**src/rtl/core/pcbb_pkg.sv**
```systemverilog
// shared types, constants and helpers for the prefix-compressed block builder
// no dependencies; imported by every module of the block
`default_nettype none

package pcbb_pkg;

    localparam int MAX_KEY_LEN  = 32;
    localparam int MAX_RESTARTS = 63;
    localparam int WORD_BYTES   = 4;
    localparam int QDEPTH       = 4;

    localparam int KLEN_W  = 6;
    localparam int KADDR_W = $clog2(MAX_KEY_LEN);
    localparam int RCNT_W  = 7;
    localparam int RADDR_W = $clog2(MAX_RESTARTS + 1);
    localparam int QPTR_W  = $clog2(QDEPTH);

    localparam logic [2:0] CMD_BEGIN  = 3'd0;
    localparam logic [2:0] CMD_KEY    = 3'd1;
    localparam logic [2:0] CMD_VALUE  = 3'd2;
    localparam logic [2:0] CMD_FINISH = 3'd3;
    localparam logic [2:0] CMD_RESET  = 3'd4;

    localparam logic [1:0] ST_OK    = 2'd0;
    localparam logic [1:0] ST_FULL  = 2'd1;
    localparam logic [1:0] ST_ORDER = 2'd2;

    typedef enum logic [1:0] {
        JOB_STATUS = 2'd0,
        JOB_VALUE  = 2'd1,
        JOB_EOK    = 2'd2,
        JOB_FINISH = 2'd3
    } t_kind;

    typedef struct packed {
        t_kind              kind;
        logic [1:0]         code;
        logic [7:0]         dbyte;
        logic [KLEN_W-1:0]  sh;
        logic [KLEN_W-1:0]  len;
        logic [15:0]        vlen;
        logic [RCNT_W-1:0]  rc;
        logic [31:0]        est;
    } t_job;

    typedef struct packed {
        logic [31:0] data;
        logic        is_word;
        logic [1:0]  status;
        logic [31:0] est;
        logic        last;
    } t_result;

    typedef struct packed {
        logic               key_en;
        logic [KADDR_W-1:0] key_addr;
        logic               off_en;
        logic [RADDR_W-1:0] off_addr;
    } t_rd_req;

    typedef struct packed {
        logic [7:0]  key_data;
        logic [31:0] off_data;
    } t_rd_rsp;

    function automatic logic [1:0] f_vbytes(input logic [15:0] v);
        logic [1:0] n;
        if (v < 16'd128) n = 2'd1;
        else if (v < 16'd16384) n = 2'd2;
        else n = 2'd3;
        return n;
    endfunction

    function automatic logic [31:0] f_est(input logic [31:0] bc, input logic [RCNT_W-1:0] rc);
        return bc + 32'({rc, 2'b00}) + 32'(WORD_BYTES);
    endfunction

endpackage

`default_nettype wire

```
**src/rtl/core/pcbb_queue.sv**
```systemverilog
// short job queue between the front and back parts
// depends on pcbb_pkg for the job type and depth
`default_nettype none

module pcbb_queue
    import pcbb_pkg::*;
(
    input  wire logic i_clk,
    input  wire logic i_rst_n,
    input  wire logic i_push,
    input  wire t_job i_job,
    output logic      o_full,
    input  wire logic i_pop,
    output t_job      o_job,
    output logic      o_empty
);

    t_job              r_mem [QDEPTH];
    logic [QPTR_W-1:0] r_wp;
    logic [QPTR_W-1:0] r_rp;
    logic [QPTR_W:0]   r_cnt;

    always_ff @(posedge i_clk) begin
        if (!i_rst_n) begin
            r_wp  <= '0;
            r_rp  <= '0;
            r_cnt <= '0;
        end else begin
            if (i_push) r_wp <= r_wp + 1'b1;
            if (i_pop)  r_rp <= r_rp + 1'b1;
            r_cnt <= r_cnt + (QPTR_W+1)'(i_push) - (QPTR_W+1)'(i_pop);
        end
    end

    always_ff @(posedge i_clk) begin
        if (i_push) r_mem[r_wp] <= i_job;
    end

    assign o_job   = r_mem[r_rp];
    assign o_full  = (r_cnt == (QPTR_W+1)'(QDEPTH));
    assign o_empty = (r_cnt == '0);

endmodule

`default_nettype wire

```
**src/rtl/core/pcbb_front.sv**
```systemverilog
// front part: accepts commands, tracks entry state, key store and restart offsets
// depends on pcbb_pkg; pushes jobs into pcbb_queue
`default_nettype none

module pcbb_front
    import pcbb_pkg::*;
(
    input  wire logic        i_clk,
    input  wire logic        i_rst_n,
    input  wire logic        i_cfg_wr_en,
    input  wire logic [7:0]  i_cfg_wr_data,
    input  wire logic        i_valid,
    output logic             o_ready,
    input  wire logic [2:0]  i_cmd,
    input  wire logic [5:0]  i_klen,
    input  wire logic [15:0] i_vlen,
    input  wire logic [7:0]  i_byte,
    output logic             o_push,
    output t_job             o_job,
    input  wire logic        i_q_full,
    input  wire logic        i_done,
    input  wire t_rd_req     i_rd_req,
    output t_rd_rsp          o_rd_rsp
);

    typedef enum logic [1:0] {
        S_IDLE = 2'b01,
        S_EXEC = 2'b10
    } t_state;

    t_state             r_state;
    logic [2:0]         r_cmd;
    logic [5:0]         r_klen;
    logic [15:0]        r_vlen;
    logic [7:0]         r_byte;
    logic [7:0]         r_interval;
    logic [KLEN_W-1:0]  r_prev_len, n_prev_len;
    logic [KLEN_W-1:0]  r_cur_len,  n_cur_len;
    logic [KLEN_W-1:0]  r_kpos,     n_kpos;
    logic [KLEN_W-1:0]  r_shared,   n_shared;
    logic               r_match,    n_match;
    logic [7:0]         r_ec,       n_ec;
    logic [15:0]        r_pvl,      n_pvl;
    logic [RCNT_W-1:0]  r_rc,       n_rc;
    logic [31:0]        r_bc,       n_bc;
    logic               r_fin,      n_fin;
    logic [2:0]         r_busy;

    logic [7:0]  r_key_mem [MAX_KEY_LEN];
    logic [31:0] r_off_mem [MAX_RESTARTS];
    logic [7:0]  r_kdata;
    logic [7:0]  r_kdata_b;
    logic [31:0] r_odata_b;

    logic       accept, go, key_we, off_we, push, busy_job;
    t_job       job;
    logic       in_key, in_val, idle, restart, hit;
    logic [KLEN_W-1:0] v_sh, v_len, v_kpos;
    logic [RCNT_W-1:0] v_rc;
    logic [7:0]        v_ec;

    assign accept = (r_state == S_IDLE) && i_valid;
    assign o_ready = (r_state == S_IDLE);
    assign go = (r_state == S_EXEC) && !i_q_full &&
                !(((r_cmd == CMD_BEGIN) || (r_cmd == CMD_KEY)) && (r_busy != '0));

    always_comb begin
        n_prev_len = r_prev_len;
        n_cur_len  = r_cur_len;
        n_kpos     = r_kpos;
        n_shared   = r_shared;
        n_match    = r_match;
        n_ec       = r_ec;
        n_pvl      = r_pvl;
        n_rc       = r_rc;
        n_bc       = r_bc;
        n_fin      = r_fin;
        key_we     = 1'b0;
        off_we     = 1'b0;
        push       = 1'b0;
        job        = '0;
        job.kind   = JOB_STATUS;
        job.code   = ST_ORDER;
        job.est    = f_est(r_bc, r_rc);
        in_key     = r_kpos < r_cur_len;
        in_val     = !in_key && (r_pvl != '0);
        idle       = !in_key && !in_val;
        restart    = r_ec >= r_interval;
        hit        = 1'b0;
        v_sh       = '0;
        v_len      = '0;
        v_kpos     = '0;
        v_rc       = r_rc;
        v_ec       = r_ec;
        if (r_cmd == CMD_RESET) begin
            n_prev_len = '0;
            n_cur_len  = '0;
            n_kpos     = '0;
            n_shared   = '0;
            n_match    = 1'b1;
            n_ec       = '0;
            n_pvl      = '0;
            n_rc       = RCNT_W'(1);
            n_bc       = '0;
            n_fin      = 1'b0;
        end else if (r_fin || (r_cmd > CMD_RESET)) begin
            push = 1'b1;
        end else begin
            case (r_cmd)
                CMD_BEGIN: begin
                    push = 1'b1;
                    if (!idle || (r_klen > 6'(MAX_KEY_LEN))) begin
                        job.code = ST_ORDER;
                    end else if (restart && (r_rc >= RCNT_W'(MAX_RESTARTS))) begin
                        job.code = ST_FULL;
                    end else begin
                        push = 1'b0;
                        if (restart) begin
                            off_we = 1'b1;
                            v_rc   = r_rc + 1'b1;
                            v_ec   = '0;
                        end
                        n_cur_len = r_klen;
                        n_kpos    = '0;
                        n_shared  = '0;
                        n_match   = !restart;
                        n_pvl     = r_vlen;
                        if (r_klen == '0) begin
                            push       = 1'b1;
                            n_bc       = r_bc + 32'd2 + 32'(f_vbytes(r_vlen));
                            n_prev_len = '0;
                            v_ec       = v_ec + 1'b1;
                            job.kind   = JOB_EOK;
                            job.code   = ST_OK;
                            job.vlen   = r_vlen;
                            job.rc     = v_rc;
                            job.est    = f_est(n_bc, v_rc);
                        end
                        n_rc = v_rc;
                        n_ec = v_ec;
                    end
                end
                CMD_KEY: begin
                    if (!in_key) begin
                        push = 1'b1;
                    end else begin
                        hit      = r_match && (r_kpos < r_prev_len) && (r_kdata == r_byte);
                        v_sh     = hit ? r_shared + 1'b1 : r_shared;
                        n_match  = hit;
                        n_shared = v_sh;
                        key_we   = 1'b1;
                        v_kpos   = r_kpos + 1'b1;
                        n_kpos   = v_kpos;
                        if (v_kpos >= r_cur_len) begin
                            v_len      = r_cur_len;
                            if (v_sh > v_len) v_sh = v_len;
                            push       = 1'b1;
                            n_bc       = r_bc + 32'd2 + 32'(f_vbytes(r_pvl))
                                         + 32'(v_len - v_sh);
                            n_prev_len = v_len;
                            n_ec       = r_ec + 1'b1;
                            job.kind   = JOB_EOK;
                            job.code   = ST_OK;
                            job.sh     = v_sh;
                            job.len    = v_len;
                            job.vlen   = r_pvl;
                            job.est    = f_est(n_bc, r_rc);
                        end
                    end
                end
                CMD_VALUE: begin
                    push = 1'b1;
                    if (in_val) begin
                        n_bc      = r_bc + 32'd1;
                        n_pvl     = r_pvl - 1'b1;
                        job.kind  = JOB_VALUE;
                        job.code  = ST_OK;
                        job.dbyte = r_byte;
                        job.est   = f_est(n_bc, r_rc);
                    end
                end
                CMD_FINISH: begin
                    push = 1'b1;
                    if (idle) begin
                        n_bc     = r_bc + 32'({r_rc + 1'b1, 2'b00});
                        n_fin    = 1'b1;
                        job.kind = JOB_FINISH;
                        job.code = ST_OK;
                        job.rc   = r_rc;
                        job.est  = f_est(n_bc, r_rc);
                    end
                end
                default: begin
                    push = 1'b1;
                end
            endcase
        end
    end

    assign o_push   = go && push;
    assign o_job    = job;
    assign busy_job = (job.kind == JOB_EOK) || (job.kind == JOB_FINISH);

    always_ff @(posedge i_clk) begin
        if (!i_rst_n) begin
            r_state    <= S_IDLE;
            r_interval <= 8'd16;
            r_prev_len <= '0;
            r_cur_len  <= '0;
            r_kpos     <= '0;
            r_shared   <= '0;
            r_match    <= 1'b1;
            r_ec       <= '0;
            r_pvl      <= '0;
            r_rc       <= RCNT_W'(1);
            r_bc       <= '0;
            r_fin      <= 1'b0;
            r_busy     <= '0;
        end else begin
            if (i_cfg_wr_en) r_interval <= i_cfg_wr_data;
            r_busy <= r_busy + 3'(o_push && busy_job) - 3'(i_done);
            case (r_state)
                S_IDLE: if (accept) r_state <= S_EXEC;
                S_EXEC: begin
                    if (go) begin
                        r_state    <= S_IDLE;
                        r_prev_len <= n_prev_len;
                        r_cur_len  <= n_cur_len;
                        r_kpos     <= n_kpos;
                        r_shared   <= n_shared;
                        r_match    <= n_match;
                        r_ec       <= n_ec;
                        r_pvl      <= n_pvl;
                        r_rc       <= n_rc;
                        r_bc       <= n_bc;
                        r_fin      <= n_fin;
                    end
                end
                default: r_state <= S_IDLE;
            endcase
        end
    end

    always_ff @(posedge i_clk) begin
        if (accept) begin
            r_cmd   <= i_cmd;
            r_klen  <= i_klen;
            r_vlen  <= i_vlen;
            r_byte  <= i_byte;
            r_kdata <= r_key_mem[r_kpos[KADDR_W-1:0]];
        end
        if (go && key_we) r_key_mem[r_kpos[KADDR_W-1:0]] <= r_byte;
        if (go && off_we) r_off_mem[r_rc[RADDR_W-1:0]] <= r_bc;
        if (i_rd_req.key_en) r_kdata_b <= r_key_mem[i_rd_req.key_addr];
        if (i_rd_req.off_en) r_odata_b <= r_off_mem[i_rd_req.off_addr];
    end

    assign o_rd_rsp.key_data = r_kdata_b;
    assign o_rd_rsp.off_data = r_odata_b;

endmodule

`default_nettype wire

```
**src/rtl/core/pcbb_back.sv**
```systemverilog
// back part: expands queued jobs into result transactions through an output register
// depends on pcbb_pkg; reads key store and restart offsets through the front
`default_nettype none

module pcbb_back
    import pcbb_pkg::*;
(
    input  wire logic    i_clk,
    input  wire logic    i_rst_n,
    input  wire t_job    i_job,
    input  wire logic    i_q_empty,
    output logic         o_pop,
    output logic         o_done,
    output t_rd_req      o_rd_req,
    input  wire t_rd_rsp i_rd_rsp,
    output logic         o_valid,
    input  wire logic    i_ready,
    output t_result      o_res
);

    typedef enum logic [7:0] {
        S_IDLE = 8'b00000001,
        S_ONE  = 8'b00000010,
        S_HDR  = 8'b00000100,
        S_KRD  = 8'b00001000,
        S_KOUT = 8'b00010000,
        S_WRD  = 8'b00100000,
        S_WOUT = 8'b01000000,
        S_CNT  = 8'b10000000
    } t_state;

    t_state            r_state;
    t_job              r_job;
    logic [2:0]        r_hidx;
    logic [KLEN_W-1:0] r_kidx;
    logic [RCNT_W-1:0] r_widx;
    t_result           r_out;
    logic              r_out_valid;

    logic       can_load;
    logic       load;
    logic [7:0] hdr;
    logic [2:0] hdr_last;
    logic       no_key;

    assign can_load = !r_out_valid || i_ready;
    assign load     = can_load && ((r_state == S_ONE) || (r_state == S_HDR) ||
                                   (r_state == S_KOUT) || (r_state == S_WOUT) ||
                                   (r_state == S_CNT));
    assign no_key   = (r_job.len == r_job.sh);
    assign hdr_last = 3'd1 + 3'(f_vbytes(r_job.vlen));

    always_comb begin
        case (r_hidx)
            3'd0:    hdr = 8'(r_job.sh);
            3'd1:    hdr = 8'(r_job.len - r_job.sh);
            3'd2:    hdr = (r_job.vlen < 16'd128) ? {1'b0, r_job.vlen[6:0]}
                                                  : {1'b1, r_job.vlen[6:0]};
            3'd3:    hdr = (r_job.vlen < 16'd16384) ? {1'b0, r_job.vlen[13:7]}
                                                    : {1'b1, r_job.vlen[13:7]};
            default: hdr = {6'd0, r_job.vlen[15:14]};
        endcase
    end

    assign o_pop             = (r_state == S_IDLE) && !i_q_empty;
    assign o_rd_req.key_en   = (r_state == S_KRD);
    assign o_rd_req.key_addr = r_kidx[KADDR_W-1:0];
    assign o_rd_req.off_en   = (r_state == S_WRD);
    assign o_rd_req.off_addr = r_widx[RADDR_W-1:0];

    always_comb begin
        o_done = 1'b0;
        if (can_load) begin
            case (r_state)
                S_HDR:   o_done = (r_hidx == hdr_last) && no_key;
                S_KOUT:  o_done = (r_kidx + 1'b1 == r_job.len);
                S_CNT:   o_done = 1'b1;
                default: o_done = 1'b0;
            endcase
        end
    end

    always_ff @(posedge i_clk) begin
        if (!i_rst_n) begin
            r_state     <= S_IDLE;
            r_out_valid <= 1'b0;
        end else begin
            r_out_valid <= load || (r_out_valid && !i_ready);
            case (r_state)
                S_IDLE: begin
                    if (!i_q_empty) begin
                        r_job  <= i_job;
                        r_hidx <= '0;
                        r_kidx <= i_job.sh;
                        r_widx <= '0;
                        case (i_job.kind)
                            JOB_EOK:    r_state <= S_HDR;
                            JOB_FINISH: r_state <= S_WOUT;
                            default:    r_state <= S_ONE;
                        endcase
                    end
                end
                S_ONE: begin
                    if (can_load) begin
                        r_out.data    <= {24'd0, r_job.dbyte};
                        r_out.is_word <= 1'b0;
                        r_out.status  <= (r_job.kind == JOB_STATUS) ? r_job.code : ST_OK;
                        r_out.est     <= r_job.est;
                        r_out.last    <= 1'b1;
                        r_state       <= S_IDLE;
                    end
                end
                S_HDR: begin
                    if (can_load) begin
                        r_out.data    <= {24'd0, hdr};
                        r_out.is_word <= 1'b0;
                        r_out.status  <= ST_OK;
                        r_out.est     <= r_job.est;
                        r_out.last    <= (r_hidx == hdr_last) && no_key;
                        r_hidx        <= r_hidx + 1'b1;
                        if (r_hidx == hdr_last) r_state <= no_key ? S_IDLE : S_KRD;
                    end
                end
                S_KRD: r_state <= S_KOUT;
                S_KOUT: begin
                    if (can_load) begin
                        r_out.data    <= {24'd0, i_rd_rsp.key_data};
                        r_out.is_word <= 1'b0;
                        r_out.status  <= ST_OK;
                        r_out.est     <= r_job.est;
                        r_out.last    <= (r_kidx + 1'b1 == r_job.len);
                        r_kidx        <= r_kidx + 1'b1;
                        r_state       <= (r_kidx + 1'b1 == r_job.len) ? S_IDLE : S_KRD;
                    end
                end
                S_WRD: r_state <= S_WOUT;
                S_WOUT: begin
                    if (can_load) begin
                        // offset zero is never stored
                        r_out.data    <= (r_widx == '0) ? 32'd0 : i_rd_rsp.off_data;
                        r_out.is_word <= 1'b1;
                        r_out.status  <= ST_OK;
                        r_out.est     <= r_job.est;
                        r_out.last    <= 1'b0;
                        r_widx        <= r_widx + 1'b1;
                        r_state       <= (r_widx + 1'b1 == r_job.rc) ? S_CNT : S_WRD;
                    end
                end
                S_CNT: begin
                    if (can_load) begin
                        r_out.data    <= 32'(r_job.rc);
                        r_out.is_word <= 1'b1;
                        r_out.status  <= ST_OK;
                        r_out.est     <= r_job.est;
                        r_out.last    <= 1'b1;
                        r_state       <= S_IDLE;
                    end
                end
                default: r_state <= S_IDLE;
            endcase
        end
    end

    assign o_valid = r_out_valid;
    assign o_res   = r_out;

    a_kidx_range: assert property (@(posedge i_clk) disable iff (!i_rst_n)
        (r_state == S_KOUT) |-> (r_kidx < r_job.len))
        else $error("key index past key length");

    a_widx_range: assert property (@(posedge i_clk) disable iff (!i_rst_n)
        (r_state == S_WOUT) |-> (r_widx < r_job.rc))
        else $error("restart word index past restart count");

    a_status_last: assert property (@(posedge i_clk) disable iff (!i_rst_n)
        (r_out_valid && (r_out.status != ST_OK)) |-> r_out.last)
        else $error("status result not marked last");

    a_done_last: assert property (@(posedge i_clk) disable iff (!i_rst_n)
        o_done |=> (r_out_valid && r_out.last))
        else $error("job completion without final result");

endmodule

`default_nettype wire

```
**src/rtl/core/prefix_compressed_block_builder_core.sv**
```systemverilog
// top level of the prefix-compressed block builder
// depends on pcbb_pkg, pcbb_front, pcbb_queue and pcbb_back
// order: the front registers an input transaction, then executes it and pushes a job into the
//   queue; the back then loads the job, then its output register, from which a result is taken
// throughput: a command is taken only once the previous one has executed, later while the queue
//   is full or while a begin or key byte waits for a pending end-of-key or finish expansion;
//   header bytes leave at one per cycle while the output is not stalled; a value or status
//   result returns to idle; key bytes and restart words each wait on a registered memory read
// reset: i_rst_n synchronous active low; key store contents stay undefined until written
`default_nettype none

module prefix_compressed_block_builder_core
    import pcbb_pkg::*;
(
    input  wire logic        i_clk,
    input  wire logic        i_rst_n,
    // restart interval register
    input  wire logic        i_cfg_wr_en,
    input  wire logic [7:0]  i_cfg_wr_data,
    // command stream
    input  wire logic        i_s_tvalid,
    output logic             o_s_tready,
    input  wire logic [31:0] i_s_tdata,   // key_length[5:0], value_length[21:6], data_byte[29:22]
    input  wire logic [2:0]  i_s_tuser,   // command[2:0]
    // result stream
    output logic             o_m_tvalid,
    input  wire logic        i_m_tready,
    output logic [63:0]      o_m_tdata,   // out_data[31:0], size_estimate[63:32]
    output logic [2:0]       o_m_tuser,   // out_is_word[0], status[2:1]
    output logic             o_m_tlast
);

    // jobs flow front -> queue -> back
    t_job    front_job;
    t_job    q_job;
    logic    front_push;
    logic    q_full;
    logic    q_empty;
    logic    back_pop;
    logic    back_done;
    t_rd_req rd_req;
    t_rd_rsp rd_rsp;
    t_result res;

    pcbb_front u_front (
        .i_clk         (i_clk),
        .i_rst_n       (i_rst_n),
        .i_cfg_wr_en   (i_cfg_wr_en),
        .i_cfg_wr_data (i_cfg_wr_data),
        .i_valid       (i_s_tvalid),
        .o_ready       (o_s_tready),
        .i_cmd         (i_s_tuser),
        .i_klen        (i_s_tdata[5:0]),
        .i_vlen        (i_s_tdata[21:6]),
        .i_byte        (i_s_tdata[29:22]),
        .o_push        (front_push),
        .o_job         (front_job),
        .i_q_full      (q_full),
        .i_done        (back_done),
        .i_rd_req      (rd_req),
        .o_rd_rsp      (rd_rsp)
    );

    pcbb_queue u_queue (
        .i_clk   (i_clk),
        .i_rst_n (i_rst_n),
        .i_push  (front_push),
        .i_job   (front_job),
        .o_full  (q_full),
        .i_pop   (back_pop),
        .o_job   (q_job),
        .o_empty (q_empty)
    );

    pcbb_back u_back (
        .i_clk     (i_clk),
        .i_rst_n   (i_rst_n),
        .i_job     (q_job),
        .i_q_empty (q_empty),
        .o_pop     (back_pop),
        .o_done    (back_done),
        .o_rd_req  (rd_req),
        .i_rd_rsp  (rd_rsp),
        .o_valid   (o_m_tvalid),
        .i_ready   (i_m_tready),
        .o_res     (res)
    );

    // pack the result transaction
    assign o_m_tdata = {res.est, res.data};
    assign o_m_tuser = {res.status, res.is_word};
    assign o_m_tlast = res.last;

endmodule

`default_nettype wire
```
**config.mk**
```make
export PLATFORM = sky130hd
export DESIGN_NAME = prefix_compressed_block_builder_core
export DESIGN_NICKNAME = d
export VERILOG_FILES = /design/src/rtl/core/pcbb_pkg.sv /design/src/rtl/core/pcbb_queue.sv /design/src/rtl/core/pcbb_front.sv /design/src/rtl/core/pcbb_back.sv /design/src/rtl/core/prefix_compressed_block_builder_core.sv
export SDC_FILE = /design/constraint.sdc
export NUM_CORES = 2
export LEC_CHECK = 0
export BUFFER_PORTS_ARGS = -buffer_cell sky130_fd_sc_hd__buf_2
export CORE_UTILIZATION = 41
export CTS_CLUSTER_SIZE = 16
export DETAILED_ROUTE_END_ITERATION = 12
export GPL_TIMING_DRIVEN = 0
export SYNTH_ARGS = -nofsm -noshare
export SYNTH_HDL_FRONTEND = slang
export SYNTH_SLANG_ARGS = --single-unit
```
**constraint.sdc**
```tcl
create_clock -name i_clk -period 11.7 [get_ports i_clk]
set_input_delay 3.51 -clock i_clk [delete_from_list [all_inputs] [get_ports i_clk]]
set_output_delay 3.51 -clock i_clk [all_outputs]
set_load 0.02 [all_outputs]
```
==> impl_metrics.ini <==
[setup_path]
crit_required_ns = 12.32
worst-path-max-fanout = 12
crit_type = reg -> reg
startpoint = u_front.r_kpos[1]$_SDFFE_PN0P_
reg2reg_depth = 42
start_kind = flop
cpPeakStageDelay_ns = 0.61
r2r_slack_ns = 0.49
r2r-start = u_front.r_kpos[1]$_SDFFE_PN0P_
worst_ep_arrival_time_ns = 11.83
path_buf_inv = 3
reg2reg_to = u_queue.r_mem[0][28]$_DFFE_PP_
slowest_stage = dfxtp_1
cpLargestDelayFamily = compound AO/OA/AOI/OAI gates
end_kind = flop

[layout]
design_area_um2 = 146800
multi_input_area_um2 = 38680
seqCellArea_um2 = 87510
layout-drive-gt1-share_pct = 22.01
n_fill_cell = 25819
post-route-util_pct = 47.48
layout.nets = 7997
syn_to_final_growth_pct = 15.08

[timing]
tightest_slew_ns = 1.583
report.final.slew_viol_count = 16
min_period_over_period_pct = 95.83
final.setup_skew_ns = 0.06931
slew-limit-headroom_pct = -6.519
fmax_ghz = 0.08919
rsz0062_at_grt = no
setup_viol_count_final = 0
hold_ws_ns = 0.4150
fin_crit_ns = 11.21
hold_viol_final = 0

[cts]
path_clk_slew_ns = 0.06
cts_buffers = 317
cts_buffer_depth = 4
clock-root-buffer = clkbuf_16
cts_num_sinks = 2952
clk_latency_ns = 0.94
cts_tree = done
h-tree-depth = 5
cts_hold_buf = 0

[place]
place_congestion = 0.9776
dp_hpwl_mm = 285.3
dpl_cell_area_um2 = 136200
io_buffers = 114

[yosys]
synth_area_um2 = 127500
syn_inst = 7183
synth-edff-count = 2832
netlist_top_cells_area = edfxtp_1 (67%), mux4_2 (15%), dfxtp_1 (1.9%)
synth-main-ff-cell = edfxtp_1
synth_most_common_cell = edfxtp_1
ys_ff_latch = 2952
async_reset_ff_share_pct = 0
syn_area_per_cell_um2 = 17.75
ys.warnings.count = 0
synth_top_area_share_pct = 66.69
yosysUniqueCellTypes = 96
synthTopCellsByCount = edfxtp_1 (2832), mux4_2 (870), nor2_1 (439), nand2_1 (336), clkbuf_1 (285)
seq_area_frac_synth_pct = 68.57
synth.net_count = 7430
synth_largest_area_cell = edfxtp_1

[detailed_routing]
via_count = 72963
drc = 6
drt_first_iter_violations = 9097
drt-pass1-iter-count = 12
wl_met3_mm = 32.09
drtAntennaViolNets = 0
routed.top_layer = met5
met1_length_mm = 163.8
wl_met2_mm = 189.3
vias_per_cell = 6.014
post_drt_wl_per_cell_um = 32.97
drt_wl_total_mm = 400.0

[die]
core_um2 = 309100
start_util_pct = 41.25
die_h_um = 559.7
rows = 204
fp.dieW_um = 559.7
pin_count = 118
die_area_um2 = 313300

[grt]
grt_usage_pct = 25.28
grt_max_degree = 70
grt_pass1_vias = 72543
antenna_found_initial = 23
grt_remaining_overflow = 0
grt_pass1_wl_mm = 558.9

[worst_hold_path]
min_from = u_back.r_job[24]$_DFFE_PP_
hold_class = reg -> reg
hold_path_depth = 0
hold_end = u_back.o_res[25]$_DFFE_PP_

[status]
outcome = finished with violations
violations = DRC, capacitance limit, slew limit

[power]
vdd_drop_max_mv = 0.1208
finalPower_mw = 27.16
p_per_area_nw_per_um2 = 185.1
p_leak_nw = 46.38

[run]
maxCapViolCount = 2
-- registers in the layout, summed over array words and instances, names as in the netlist, 8 cells and up, named ones only --
signal,count
u_back.r_state,8
u_front.r_ec,8
u_front.r_odata_b,32
u_front.r_kdata,8
u_back.r_job,79
u_front.r_kdata_b,8
u_back.o_res,68
u_front.r_vlen,16
u_queue.r_mem,316
u_front.r_key_mem,256
u_front.r_interval,8
u_front.r_off_mem,2016
u_front.r_byte,8
u_front.r_pvl,16
u_front.r_bc,32
-- cell usage in the layout, fill, tap and decap left out, types with 134 or more instances in the layout --
cell and instances:
clkbuf_16 322, a21oi_1 234, mux4_2 870, buf_2 134, ha_1 185, edfxtp_1 2832, nand2_1 336, o21ai_0 160
clkbuf_1 354, nor2_1 375, xnor2_1 206
-- worst max path at each step --
stage | endpoint | cells after the start
2_1_floorplan | u_back.r_job[0]$_DFFE_PP_ | 3
3_3_place_gp | u_back.r_job[23]$_DFFE_PP_ | 4
6_report | u_queue.r_mem[0][28]$_DFFE_PP_ | 42
3_5_place_dp | u_queue.r_mem[1][23]$_DFFE_PP_ | 42
5_1_grt | u_queue.r_mem[0][29]$_DFFE_PP_ | 43
4_1_cts | u_queue.r_mem[2][28]$_DFFE_PP_ | 40
-- routing by layer --
| metal | vias to the layer above | GRT usage (%) |
|---|---|---|
| met4 | 2 | 8.632 |
| li1 | 30372 | - |
| met3 | 610 | 3.848 |
| met1 | 38573 | 35.23 |
| met2 | 3406 | 40.60 |
| met5 | - | 0 |
-- cell families (layout without fill, tap and decap cells) --
kind of cell             after synthesis  after routing  synth area share, %
adder cells (fa/ha/maj)              200            200                2.043
multiplexers                         936            936                15.90
other                                  0             11                    0
buffers and inverters                519           1337                1.557
AO/OA/AOI/OAI                        833            833                4.219
flip-flops                          2952           2952                68.57
AND/OR/NAND/NOR                     1412           1412                5.431
XOR/XNOR                             331            331                2.279
-- metrics by stage --
stage / std cells / setup slack (ns) / setup TNS (ns)
5_1_grt: 12123 / 0.06625 / 0
6_report: 12132 / 0.4884 / 0
3_3_place_gp: 11417 / -2.990 / -319.37
4_1_cts: 12121 / 0.1528 / 0
2_1_floorplan: 7183 / 1.927 / 0
3_5_place_dp: 11528 / -1.614 / -102.80
-- final cells by class --
type | instances | share of cell area [%]
Multi-Input combinational cell | 3712 | 26.36
Clock buffer | 400 | 5.704
Sequential cell | 2952 | 59.63
Tap cell | 4120 | 3.513
Inverter | 115 | 0.2941
Antenna cell | 11 | 0.01876
Buffer | 404 | 1.072
Timing Repair Buffer | 248 | 2.212
Clock inverter | 170 | 1.194
-- timing repair --
| action | in CTS | in global routing |
|---|---|---|
| endpoints found under the setup margin | 105 | 64 |
| setup buffers | 23 | 0 |
| gates resized for setup | 6 | 10 |
| pin swaps | 1 | 0 |
-- power breakdown --
part / internal [mW] / switching, mW / total [mW] / leakage [nW]
clock: 5.68 / 4.20 / 9.88 / 4.91
combinational: 2.25 / 3.21 / 5.47 / 14.4
sequential: 11.7 / 0.104 / 11.8 / 27.1
total: 19.6 / 7.52 / 27.2 / 46.4
Power figures use the tool's default switching activity.
